## config.mk

```make
export PLATFORM = sky130hd
export DESIGN_NAME = disk_head_seek_cost_core
export DESIGN_NICKNAME = d
export VERILOG_FILES = /design/src/rtl/dhsc_pkg.sv /design/src/rtl/dhsc_cell.sv /design/src/rtl/disk_head_seek_cost_core.sv
export SDC_FILE = /design/constraint.sdc
export NUM_CORES = 2
export LEC_CHECK = 0
export BUFFER_PORTS_ARGS = -buffer_cell sky130_fd_sc_hd__buf_2
export CORE_MARGIN = 3
export CORE_UTILIZATION = 30
export CTS_BUF_LIST = sky130_fd_sc_hd__clkbuf_8
export DETAILED_ROUTE_END_ITERATION = 8
export SLEW_MARGIN = 20
export SYNTH_ARGS = -nofsm -noshare
export SYNTH_HDL_FRONTEND = slang
export SYNTH_SLANG_ARGS = --single-unit
```

## constraint.sdc

```tcl
create_clock -name clk -period 10.44 [get_ports clk]
set_clock_uncertainty 0.05 [all_clocks]
set_input_delay 2.088 -clock clk [delete_from_list [all_inputs] [get_ports clk]]
set_output_delay 2.088 -clock clk [all_outputs]
set_load 0.01 [all_outputs]
```

## src/rtl/dhsc_pkg.sv

```systemverilog
`default_nettype none
package dhsc_pkg;

  localparam int DEF_MAX_REQUESTS = 32;
  localparam int DEF_CYL_BITS     = 16;

  // Fixed field widths of the ports.
  localparam int FIELD_CYL_BITS = 16;
  localparam int MOVE_BITS      = 22;
  localparam int COUNT_BITS     = 6;
  localparam int CFG_DATA_BITS  = 16;
  localparam int CFG_IDX_BITS   = 2;

  localparam logic [MOVE_BITS-1:0] MOVE_MAX = {MOVE_BITS{1'b1}};

  localparam logic [2:0] POL_FCFS  = 3'd0;
  localparam logic [2:0] POL_SSTF  = 3'd1;
  localparam logic [2:0] POL_SCAN  = 3'd2;
  localparam logic [2:0] POL_CSCAN = 3'd3;
  localparam logic [2:0] POL_LOOK  = 3'd4;
  localparam logic [2:0] POL_CLOOK = 3'd5;

  localparam logic [CFG_IDX_BITS-1:0] REG_POLICY   = 2'd0;
  localparam logic [CFG_IDX_BITS-1:0] REG_SWEEP_UP = 2'd1;
  localparam logic [CFG_IDX_BITS-1:0] REG_LAST_CYL = 2'd2;

  localparam logic OP_ADD = 1'b0;
  localparam logic OP_RUN = 1'b1;

  typedef struct packed {
    logic shift;
    logic clear;
  } cell_ctrl_t;

endpackage
`default_nettype wire

```

## src/rtl/dhsc_cell.sv

```systemverilog
`default_nettype none
module dhsc_cell #(
  parameter int CYL_BITS = dhsc_pkg::DEF_CYL_BITS
) (
  input  wire logic                 clk,
  input  wire logic                 rst,
  input  wire dhsc_pkg::cell_ctrl_t ctrl,
  input  wire logic                 mark,
  input  wire logic [CYL_BITS-1:0]  in_value,
  input  wire logic                 in_served,
  output logic      [CYL_BITS-1:0]  value,
  output logic                      served
);
  import dhsc_pkg::*;

  always_ff @(posedge clk) begin
    if (ctrl.shift) begin
      value <= in_value;
    end
  end

  always_ff @(posedge clk) begin
    if (rst || ctrl.clear) begin
      served <= 1'b0;
    end else if (mark) begin
      served <= 1'b1;
    end else if (ctrl.shift) begin
      served <= in_served;
    end
  end

endmodule
`default_nettype wire

```

## src/rtl/disk_head_seek_cost_core.sv

```systemverilog
`default_nettype none
// Add words (op 0) go into a ring of request cells; a cylinder beyond
// last_cylinder, or one arriving with the batch full, is dropped. A run
// word (op 1) rotates the ring past a single evaluation unit,
// one cell per cycle, pausing for each SSTF marking step. A run is one full
// turn of the ring for FCFS, a full turn and a closing step for the four
// sweep policies, a full turn and a marking step for each request served
// for SSTF, and no turn for an empty batch. The result appears for one
// cycle with done high and must be taken then, since the receiver cannot
// stall; busy stays high until that cycle.
module disk_head_seek_cost_core #(
  parameter int MAX_REQUESTS = dhsc_pkg::DEF_MAX_REQUESTS,
  parameter int CYL_BITS     = dhsc_pkg::DEF_CYL_BITS
) (
  input  wire logic                                 clk,
  input  wire logic                                 rst,
  input  wire logic                                 start,
  output logic                                      busy,
  input  wire logic                                 op,
  input  wire logic [dhsc_pkg::FIELD_CYL_BITS-1:0]  cyl_value,
  input  wire logic                                 cfg_we,
  input  wire logic [dhsc_pkg::CFG_IDX_BITS-1:0]    cfg_index,
  input  wire logic [dhsc_pkg::CFG_DATA_BITS-1:0]   cfg_data,
  output logic                                      done,
  output logic      [dhsc_pkg::MOVE_BITS-1:0]       total_movement,
  output logic      [dhsc_pkg::COUNT_BITS-1:0]      served_count
);
  import dhsc_pkg::*;

  localparam int IDX_W = $clog2(MAX_REQUESTS);
  localparam int CNT_W = $clog2(MAX_REQUESTS + 1);
  localparam int SUM_W = ((MOVE_BITS > CYL_BITS) ? MOVE_BITS : CYL_BITS) + 3;
  localparam logic [IDX_W-1:0] LAST_IDX = IDX_W'(MAX_REQUESTS - 1);

  typedef enum logic [4:0] {
    ST_IDLE = 5'b00001,
    ST_PASS = 5'b00010,
    ST_MARK = 5'b00100,
    ST_FIN  = 5'b01000,
    ST_DONE = 5'b10000
  } state_t;

  function automatic logic [CYL_BITS-1:0] absdiff(input logic [CYL_BITS-1:0] a,
                                                  input logic [CYL_BITS-1:0] b);
    absdiff = (a > b) ? (a - b) : (b - a);
  endfunction

  function automatic logic [MOVE_BITS-1:0] sat(input logic [SUM_W-1:0] s);
    sat = (s > SUM_W'(MOVE_MAX)) ? MOVE_MAX : s[MOVE_BITS-1:0];
  endfunction

  state_t state, state_next;

  logic [2:0]          policy;
  logic                sweep_up;
  logic [CYL_BITS-1:0] last_cylinder;
  logic [CNT_W-1:0]    count;
  logic [CNT_W-1:0]    steps;
  logic [IDX_W-1:0]    p;
  logic [CYL_BITS-1:0] head, pos;
  logic [MOVE_BITS-1:0] acc;
  logic                found;
  logic [CYL_BITS-1:0] bd, bestv;
  logic [IDX_W-1:0]    best;
  logic                has_a, has_b;
  logic [CYL_BITS-1:0] min_a, max_a, min_b, max_b;
  logic [CYL_BITS-1:0] t1, t2;
  logic [CYL_BITS:0]   t3;

  logic [CYL_BITS-1:0] cyl, top;
  logic                accept, load;
  logic                is_sstf, is_sorted;
  logic                tap_valid;
  logic [CYL_BITS-1:0] tap_value, tap_dist;
  logic                tap_served;
  cell_ctrl_t          ctrl;

  logic [CYL_BITS-1:0] cval [MAX_REQUESTS];
  logic                csrv [MAX_REQUESTS];

  assign cyl       = CYL_BITS'(cyl_value);
  assign top       = last_cylinder;
  assign busy      = (state != ST_IDLE);
  assign accept    = start && !busy;
  assign load      = accept && (op == OP_ADD) && (cyl <= top) &&
                     (count < CNT_W'(MAX_REQUESTS));
  assign is_sstf   = (policy == POL_SSTF);
  assign is_sorted = (policy == POL_SCAN) || (policy == POL_CSCAN) ||
                     (policy == POL_LOOK) || (policy == POL_CLOOK);

  assign ctrl.shift = load || (state == ST_PASS);
  assign ctrl.clear = accept && (op == OP_RUN);

  // The cells rotate toward cell 0; new words enter at the far end, so the
  // n valid requests occupy the last n places of a full turn, oldest first.
  for (genvar k = 0; k < MAX_REQUESTS; k++) begin : g_cell
    logic [CYL_BITS-1:0] in_v;
    logic                in_s;
    if (k == MAX_REQUESTS - 1) begin : g_tail
      assign in_v = load ? cyl : cval[0];
      assign in_s = load ? 1'b0 : csrv[0];
    end else begin : g_body
      assign in_v = cval[k+1];
      assign in_s = csrv[k+1];
    end
    dhsc_cell #(.CYL_BITS(CYL_BITS)) u_cell (
      .clk       (clk),
      .rst       (rst),
      .ctrl      (ctrl),
      .mark      ((state == ST_MARK) && (best == IDX_W'(k))),
      .in_value  (in_v),
      .in_served (in_s),
      .value     (cval[k]),
      .served    (csrv[k])
    );
  end

  assign tap_value  = cval[0];
  assign tap_served = csrv[0];
  assign tap_dist   = absdiff(pos, tap_value);
  assign tap_valid  = ((CNT_W+1)'(p) + (CNT_W+1)'(count)) >= (CNT_W+1)'(MAX_REQUESTS);

  always_ff @(posedge clk) begin
    if (rst) begin
      policy        <= POL_FCFS;
      sweep_up      <= 1'b1;
      last_cylinder <= CYL_BITS'(199);
    end else if (cfg_we) begin
      unique case (cfg_index)
        REG_POLICY:   policy        <= cfg_data[2:0];
        REG_SWEEP_UP: sweep_up      <= cfg_data[0];
        REG_LAST_CYL: last_cylinder <= CYL_BITS'(cfg_data);
        default: ;
      endcase
    end
  end

  always_comb begin
    state_next = state;
    unique case (state)
      ST_IDLE: begin
        if (accept && (op == OP_RUN)) begin
          state_next = (count == '0) ? ST_DONE : ST_PASS;
        end
      end
      ST_PASS: begin
        if (p == LAST_IDX) begin
          if (is_sstf) begin
            state_next = ST_MARK;
          end else if (is_sorted) begin
            state_next = ST_FIN;
          end else begin
            state_next = ST_DONE;
          end
        end
      end
      ST_MARK: state_next = (steps == CNT_W'(1)) ? ST_DONE : ST_PASS;
      ST_FIN:  state_next = ST_DONE;
      ST_DONE: state_next = ST_IDLE;
      default: state_next = ST_IDLE;
    endcase
  end

  always_ff @(posedge clk) begin
    if (rst) begin
      state <= ST_IDLE;
      count <= '0;
      done  <= 1'b0;
    end else begin
      state <= state_next;
      done  <= (state == ST_DONE);
      if (load) begin
        count <= count + CNT_W'(1);
      end else if (state == ST_DONE) begin
        count <= '0;
      end
    end
  end

  // Closing terms of the sweep policies, from the extremes on each side of
  // the head. The first term is the walk in the starting direction.
  // Requests loaded under a larger last_cylinder can lie beyond the disk end,
  // so the walk back from the end starts with an absolute difference.
  logic [CYL_BITS-1:0] pos1, f1, f2;
  logic [CYL_BITS:0]   f3;
  always_comb begin
    f2 = '0;
    f3 = '0;
    if (sweep_up) begin
      pos1 = has_a ? max_a : head;
      f1   = has_a ? (max_a - head) : '0;
      priority case (policy)
        POL_SCAN: begin
          f2 = absdiff(top, pos1);
          f3 = has_b ? ((CYL_BITS+1)'(absdiff(top, max_b)) +
                        (CYL_BITS+1)'(max_b - min_b)) : '0;
        end
        POL_CSCAN: begin
          f2 = absdiff(top, pos1);
          f3 = has_b ? (CYL_BITS+1)'(max_b) : '0;
        end
        POL_LOOK: f2 = has_b ? (pos1 - min_b) : '0;
        default:  f2 = has_b ? (max_b - min_b) : '0;
      endcase
    end else begin
      pos1 = has_b ? min_b : head;
      f1   = has_b ? (head - min_b) : '0;
      priority case (policy)
        POL_SCAN: begin
          f2 = pos1;
          f3 = has_a ? (CYL_BITS+1)'(max_a) : '0;
        end
        POL_CSCAN: begin
          f2 = pos1;
          f3 = has_a ? ((CYL_BITS+1)'(absdiff(top, max_a)) +
                        (CYL_BITS+1)'(max_a - min_a)) : '0;
        end
        POL_LOOK: f2 = has_a ? (max_a - pos1) : '0;
        default:  f2 = has_a ? (max_a - min_a) : '0;
      endcase
    end
  end

  always_ff @(posedge clk) begin
    unique case (state)
      ST_IDLE: begin
        p     <= '0;
        found <= 1'b0;
        has_a <= 1'b0;
        has_b <= 1'b0;
        acc   <= '0;
        t1    <= '0;
        t2    <= '0;
        t3    <= '0;
        head  <= cyl;
        pos   <= cyl;
        steps <= count;
      end
      ST_PASS: begin
        p <= (p == LAST_IDX) ? '0 : p + IDX_W'(1);
        if (tap_valid) begin
          if (is_sstf) begin
            // Strict compare keeps the earliest request on a tie.
            if (!tap_served && (!found || tap_dist < bd)) begin
              found <= 1'b1;
              bd    <= tap_dist;
              best  <= p;
              bestv <= tap_value;
            end
          end else if (is_sorted) begin
            if (tap_value <= head) begin
              has_b <= 1'b1;
              if (!has_b || tap_value < min_b) min_b <= tap_value;
              if (!has_b || tap_value > max_b) max_b <= tap_value;
            end else begin
              has_a <= 1'b1;
              if (!has_a || tap_value < min_a) min_a <= tap_value;
              if (!has_a || tap_value > max_a) max_a <= tap_value;
            end
          end else begin
            acc <= sat(SUM_W'(acc) + SUM_W'(tap_dist));
            pos <= tap_value;
          end
        end
      end
      ST_MARK: begin
        acc   <= sat(SUM_W'(acc) + SUM_W'(bd));
        pos   <= bestv;
        steps <= steps - CNT_W'(1);
        found <= 1'b0;
      end
      ST_FIN: begin
        t1 <= f1;
        t2 <= f2;
        t3 <= f3;
      end
      ST_DONE: begin
        total_movement <= sat(SUM_W'(acc) + SUM_W'(t1) + SUM_W'(t2) + SUM_W'(t3));
        served_count   <= COUNT_BITS'(count);
      end
      default: ;
    endcase
  end

  a_done_idle: assert property (@(posedge clk) disable iff (rst) done |-> !busy)
    else $error("result word shown while busy");
  a_done_after_work: assert property (@(posedge clk) disable iff (rst)
    done |-> $past(busy))
    else $error("result word without a run");
  a_count_bound: assert property (@(posedge clk) disable iff (rst)
    count <= CNT_W'(MAX_REQUESTS))
    else $error("batch count beyond capacity");

endmodule
`default_nettype wire

```

# After elaboration in Yosys (flattened, before gate mapping)
# Index checks and enable logic that the tools add are counted.
[word_totals]
regBits = 822
latch_bits = 0
ram_bits = 0
rom_bits = 0
in_bits = 39
n_memories = 0
[op_classes]
addsub = 27
mul = 0
div_mod_pow = 0
order_cmp = 16
eq_ne = 56
shift = 0
n_mux = 128
bitwise = 3
reduce_logical = 109
[ops]
columns = ["operator", "count"]
rows = [
  ["$mux 16", 20],
  ["$sub 16x16->16", 14],
  ["$pmux 16 s2", 4],
  ["$mux 22", 5],
  ["$pmux 17 s2", 3],
  ["$gt 16x16->1", 6],
  ["$eq 5x5->1 const B", 18],
  ["$mux 1", 76],
  ["$reduce_bool 2->1", 37],
  ["$add 22x16->23", 3],
  ["$pmux 22 s3", 1],
  ["$mux 17", 3],
  ["$lt 16x16->1", 3],
  ["$pmux 16 s3", 1],
  ["$gt 23x22->1 const B", 2],
  ["$eq 5x4->1 const B", 9],
  ["$logic_and 1x1->1", 38],
  ["$mux 5", 7],
  ["$add 16x17->17", 2],
  ["$sub 16x16->17", 2],
  ["$le 16x16->1", 2],
  ["$add 24x17->25", 1],
  ["$eq 5x3->1 const B", 5],
  ["$gt 25x22->1 const B", 1],
  ["35 further kinds", 76],
]

# Logic depth before layout (Yosys ltp)
[logic_depth]
depth_word = 9
depth_mapped = 25
mapped_depth_nobuf = 23

# By module
# From an unflattened synthesis, not the netlist that was laid out.
[hier_totals]
hier_cells = 3873
area_unflattened_um2 = 46301.9
[by_module_without_submodules]
columns = ["module", "n_inst", "cells_each", "area_per_inst_um2"]
rows = [
  ["disk_head_seek_cost_core", 1, 3233, 29445.7],
  ["dhsc_cell", 32, 20, 526.8],
]

# Worst setup path after synthesis
# Ideal clock, no wire load.
[synth_path]
path_kind = "input -> register"
from = "input cyl_value[13] (netlist name)"
to = "register g_cell[0].u_cell.value[0] (enable)"
setup_ns = 0.524
arrival_time_ns = 7.412
required_time_ns = 9.866
path_slack_ns = 2.454
path_stages = 9
n_path_buf = 1
path_cell_list = "ha_1 -> nand4_1 -> or2_0 -> or4_1 -> nor2b_1 -> a221oi_2 -> nor2_2 -> inv_2 -> buf_4"
[synth_rtl]
columns = ["element", "line_no", "rtl"]
rows = [
  ["from (decl)", "disk_head_seek_cost_core.sv:20", "input wire logic [dhsc_pkg::FIELD_CYL_BITS-1:0] cyl_value,"],
  ["to (signal assigned)", "dhsc_cell.sv:18", "value <= in_value;"],
  ["to (decl)", "dhsc_cell.sv:11", "output logic [CYL_BITS-1:0] value,"],
]

# Worst setup path after layout
[layout_path]
from = "register g_cell[0].u_cell.value[11]"
to = "register bestv[3] (enable)"
[layout_via]
elab_chain_len = 6
elab_cells_between_ends = 8
[layout_rtl]
columns = ["element", "line_no", "rtl"]
rows = [
  ["$sub 16x16->16 / $gt 16x16->1 (equally long branches)", "disk_head_seek_cost_core.sv:45", "absdiff = (a > b) ? (a - b) : (b - a);"],
  ["$mux 16 *", "disk_head_seek_cost_core.sv:45", ""],
  ["via tap_dist[14]", "disk_head_seek_cost_core.sv:74", "logic [CYL_BITS-1:0] tap_value, tap_dist;"],
  ["$lt 16x16->1 *", "disk_head_seek_cost_core.sv:244", "if (!tap_served && (!found || tap_dist < bd)) begin"],
  ["$logic_or 1x1->1 *", "disk_head_seek_cost_core.sv:244", ""],
  ["$logic_and 1x1->1 *", "disk_head_seek_cost_core.sv:244", ""],
  ["$reduce_and 4->1 (no line) *", "-", ""],
  ["to (signal assigned)", "disk_head_seek_cost_core.sv:248", "bestv <= tap_value;"],
  ["to (decl)", "disk_head_seek_cost_core.sv:63", "logic [CYL_BITS-1:0] bd, bestv;"],
]
# The timed path passes the listed nets; every way through them passes the cells marked *.
# A chain may end at the register's enable or synchronous reset.

==> impl_metrics.toml <==
[status]
outcome = "finished clean"

[synthesis]
synth_top_area_cell = "edfxtp_1"
syn-cell-area_mm2 = 0.0460
avgSynthCellArea_um2 = 11.6
netlist_instances = 3967
synth-edff-count = 758
synthTopCellsByArea = "edfxtp_1, ha_1, fa_1"
netlist.area_leader.share = 0.495
synth_commonest_cells = "edfxtp_1, ha_1, nand2_1, a21oi_1, inv_1"
synth_async_sr_flop_share = 0
ys_types = 86
synth_seq_cells = 822
yosysSeqAreaShare = 0.523
synth.most_common_cell = "edfxtp_1"
synth_ff_type = "edfxtp_1"
ys_warn_count = 0
syn_nets = 4514

[finish]
nets = 4654
fillCellCount = 15184
drive_gt1_frac = 0.0825
final_area_mm2 = 0.0515
synthToLayoutAreaGrowth_pct = 12.0
fin_cells = 6243

[setup_path]
reg2reg_from = "g_cell[0].u_cell.value[11]$_DFFE_PP_"
cp-start-kind = "register"
ff2ff_path_depth = 19
endpoint = "bestv[3]$_DFFE_PP_"
cp.arrival_ns = 7.46
r2r-end = "bestv[3]$_DFFE_PP_"
startpoint = "g_cell[0].u_cell.value[11]$_DFFE_PP_"
worstPathMaxFanout = 22
path_class = "register to register"
worstSetupEndpointType = "register"
cp.required_ns = 10.88
reg2reg_slack_ns = 3.42

[global_route]
grt_overflow = 0
grt_util_all_layers = 0.176
grt_pass1_wl_um = 206000
grt_max_degree = 196
antenna_found_initial = 9
grt_pass1_vias = 30867

[sta]
finalCritPeriodShare = 0.672
max_slew_margin = 0.308
rsz0062_at_grt = "no"
setup-tns-final_ns = 0
fmax_ghz = 0.143
holdWs_ns = 0.348
drv_slew = 0
fin_crit_ns = 7.02
worst_slew_pin_slew_ns = 1.04
finalHoldViolCount = 0
setup_viol = 0

[placed_design]
placed_cells = 6001
gp_congestion = 1.00
dp_hpwl_um = 106000
port_buffers = 68
placed_area_mm2 = 0.0489

[route]
first_pass_iters = 6
antenna_left = 0
wire_per_inst_um = 22.7
routed_wl_um = 142000
avgViaCountPerCell = 5.20
drc_errors = 0
drt_iter0_drc = 3651
vias = 32479

[clocking]
cts.sinks = 822
htreeDepth = 4
cts_buffers = 134
cts-root-buf = "clkbuf_8"
post_cts_resize_count = 0
ctsHoldBuffers = 0
cts_tree = "yes"
cts.clk_slew.worst_paths_ns = 0.06
clk_latency_ns = 0.80
cts_buffer_depth = 3
post-cts-setup-buffers = 0

[die]
initial_utilization = 0.302
rows = 143
die_y_um = 398
core_area_mm2 = 0.152
chipWidth_um = 398
num_io_pins = 69
fp.dieArea_mm2 = 0.158

[worst_hold_path]
holdPathStages = 0
hp-class = "register to register"

[pwr]
ir_drop_mv = 0.108
leakage_nw = 19.6
p_per_area_mw_per_mm2 = 225

[run]
maxCapViolations = 0
## where the power goes
| part | internal [W] | switching, W |
|---|---|---|
| sequential | 0.00408 | 0.000296 |
| combinational | 0.00171 | 0.00276 |
| clock | 0.00144 | 0.00130 |
| total | 0.00723 | 0.00436 |
## flip-flops by register name (all words and copies together) (netlist names), 3 cells and up
register              cells
t2                       16
max_b                    16
total_movement           22
head                     16
t1                       16
bestv                    16
pos                      16
count                     6
steps                     6
max_a                    16
min_a                    16
policy                    3
p                         5
g_cell.u_cell.value     512
t3                       17
state                     5
min_b                    16
best                      5
acc                      22
last_cylinder            16
served_count              6
bd                       16
g_cell.u_cell.served     32
## cell type report
| type | instances | area, um2 | share of cell area |
|---|---|---|---|
| Tap cell | 2030 | 2540 | 0.0493 |
| Clock inverter | 93 | 626 | 0.0121 |
| Timing Repair Buffer | 122 | 791 | 0.0153 |
| Multi-Input combinational cell | 2796 | 20600 | 0.401 |
| Clock buffer | 144 | 1980 | 0.0385 |
| Sequential cell | 822 | 24000 | 0.467 |
| Inverter | 231 | 875 | 0.0170 |
| Antenna cell | 5 | 12.5 | 0.000243 |
## per-stage QoR
step	power, W	utilization	setup slack, ns
floorplan	0.00753	-	2.45
global placement	0.00884	0.321	3.39
detailed placement	0.00887	0.322	3.42
CTS	0.0117	0.339	3.42
global route	0.0124	0.339	3.09
finish	0.0116	0.339	3.42
## metal layers
layer  vias to the layer above  track usage  share of wire
li1                      15056            -              -
met1                     15711        0.248           0.45
met2                      1391        0.256           0.42
met3                       317       0.0406          0.086
met4                         4       0.0770          0.046
met5                         -            0        0.00018
## placed cells by master (no fill, tap or decap), types with 64 or more instances in the layout
| cell | instances |
|---|---|
| xnor2_1 | 121 |
| xor2_1 | 74 |
| a21o_1 | 109 |
| buf_2 | 68 |
| nor3_1 | 93 |
| ha_1 | 427 |
| o21ai_0 | 219 |
| fa_1 | 81 |
| clkbuf_8 | 144 |
| a31oi_1 | 79 |
| a21oi_1 | 240 |
| nand2_1 | 383 |
| inv_1 | 262 |
| dfxtp_1 | 64 |
| edfxtp_1 | 758 |
| nor2_1 | 224 |
## critical path: stages (launching register included)
cell,delay (ns)
edfxtp_1,0.91
ha_1,0.46
a21o_1,0.23
a2111oi_0,0.40
a21oi_1,0.18
o31ai_4,0.53
buf_4,0.37
mux2_2,0.36
a31oi_1,0.14
o31ai_1,0.10
a21oi_1,0.18
xnor2_1,0.32
ha_1,0.35
nor2b_1,0.13
o21ai_0,0.16
nand2b_1,0.08
a2111oi_0,0.56
o21ai_0,0.32
nor2_4,0.64
buf_16,0.23
## worst min path at each step
stage | start | end | slack [ns]
after floorplan | g_cell[1].u_cell.value[0]$_DFFE_PP_ | g_cell[0].u_cell.value[0]$_DFFE_PP_ | 0.35
after global placement | g_cell[14].u_cell.value[0]$_DFFE_PP_ | g_cell[13].u_cell.value[0]$_DFFE_PP_ | 0.35
after detailed placement | g_cell[11].u_cell.value[6]$_DFFE_PP_ | g_cell[10].u_cell.value[6]$_DFFE_PP_ | 0.35
after CTS | g_cell[20].u_cell.value[10]$_DFFE_PP_ | g_cell[19].u_cell.value[10]$_DFFE_PP_ | 0.34
after global routing | g_cell[20].u_cell.value[10]$_DFFE_PP_ | g_cell[19].u_cell.value[10]$_DFFE_PP_ | 0.33
final | g_cell[24].u_cell.value[0]$_DFFE_PP_ | g_cell[23].u_cell.value[0]$_DFFE_PP_ | 0.35
## kinds of logic after synthesis
kind of cell | after synthesis | share of synthesized area
buffers and inverters | 349 | 0.0295
adders and majority gates | 508 | 0.151
and+or+nand+nor | 1000 | 0.100
muxes | 66 | 0.0147
xor gates and xnor gates | 195 | 0.0371
DFF | 822 | 0.523
AOI/OAI and AO/OA | 1027 | 0.144
No activity file was read; power rests on OpenSTA's default activity.
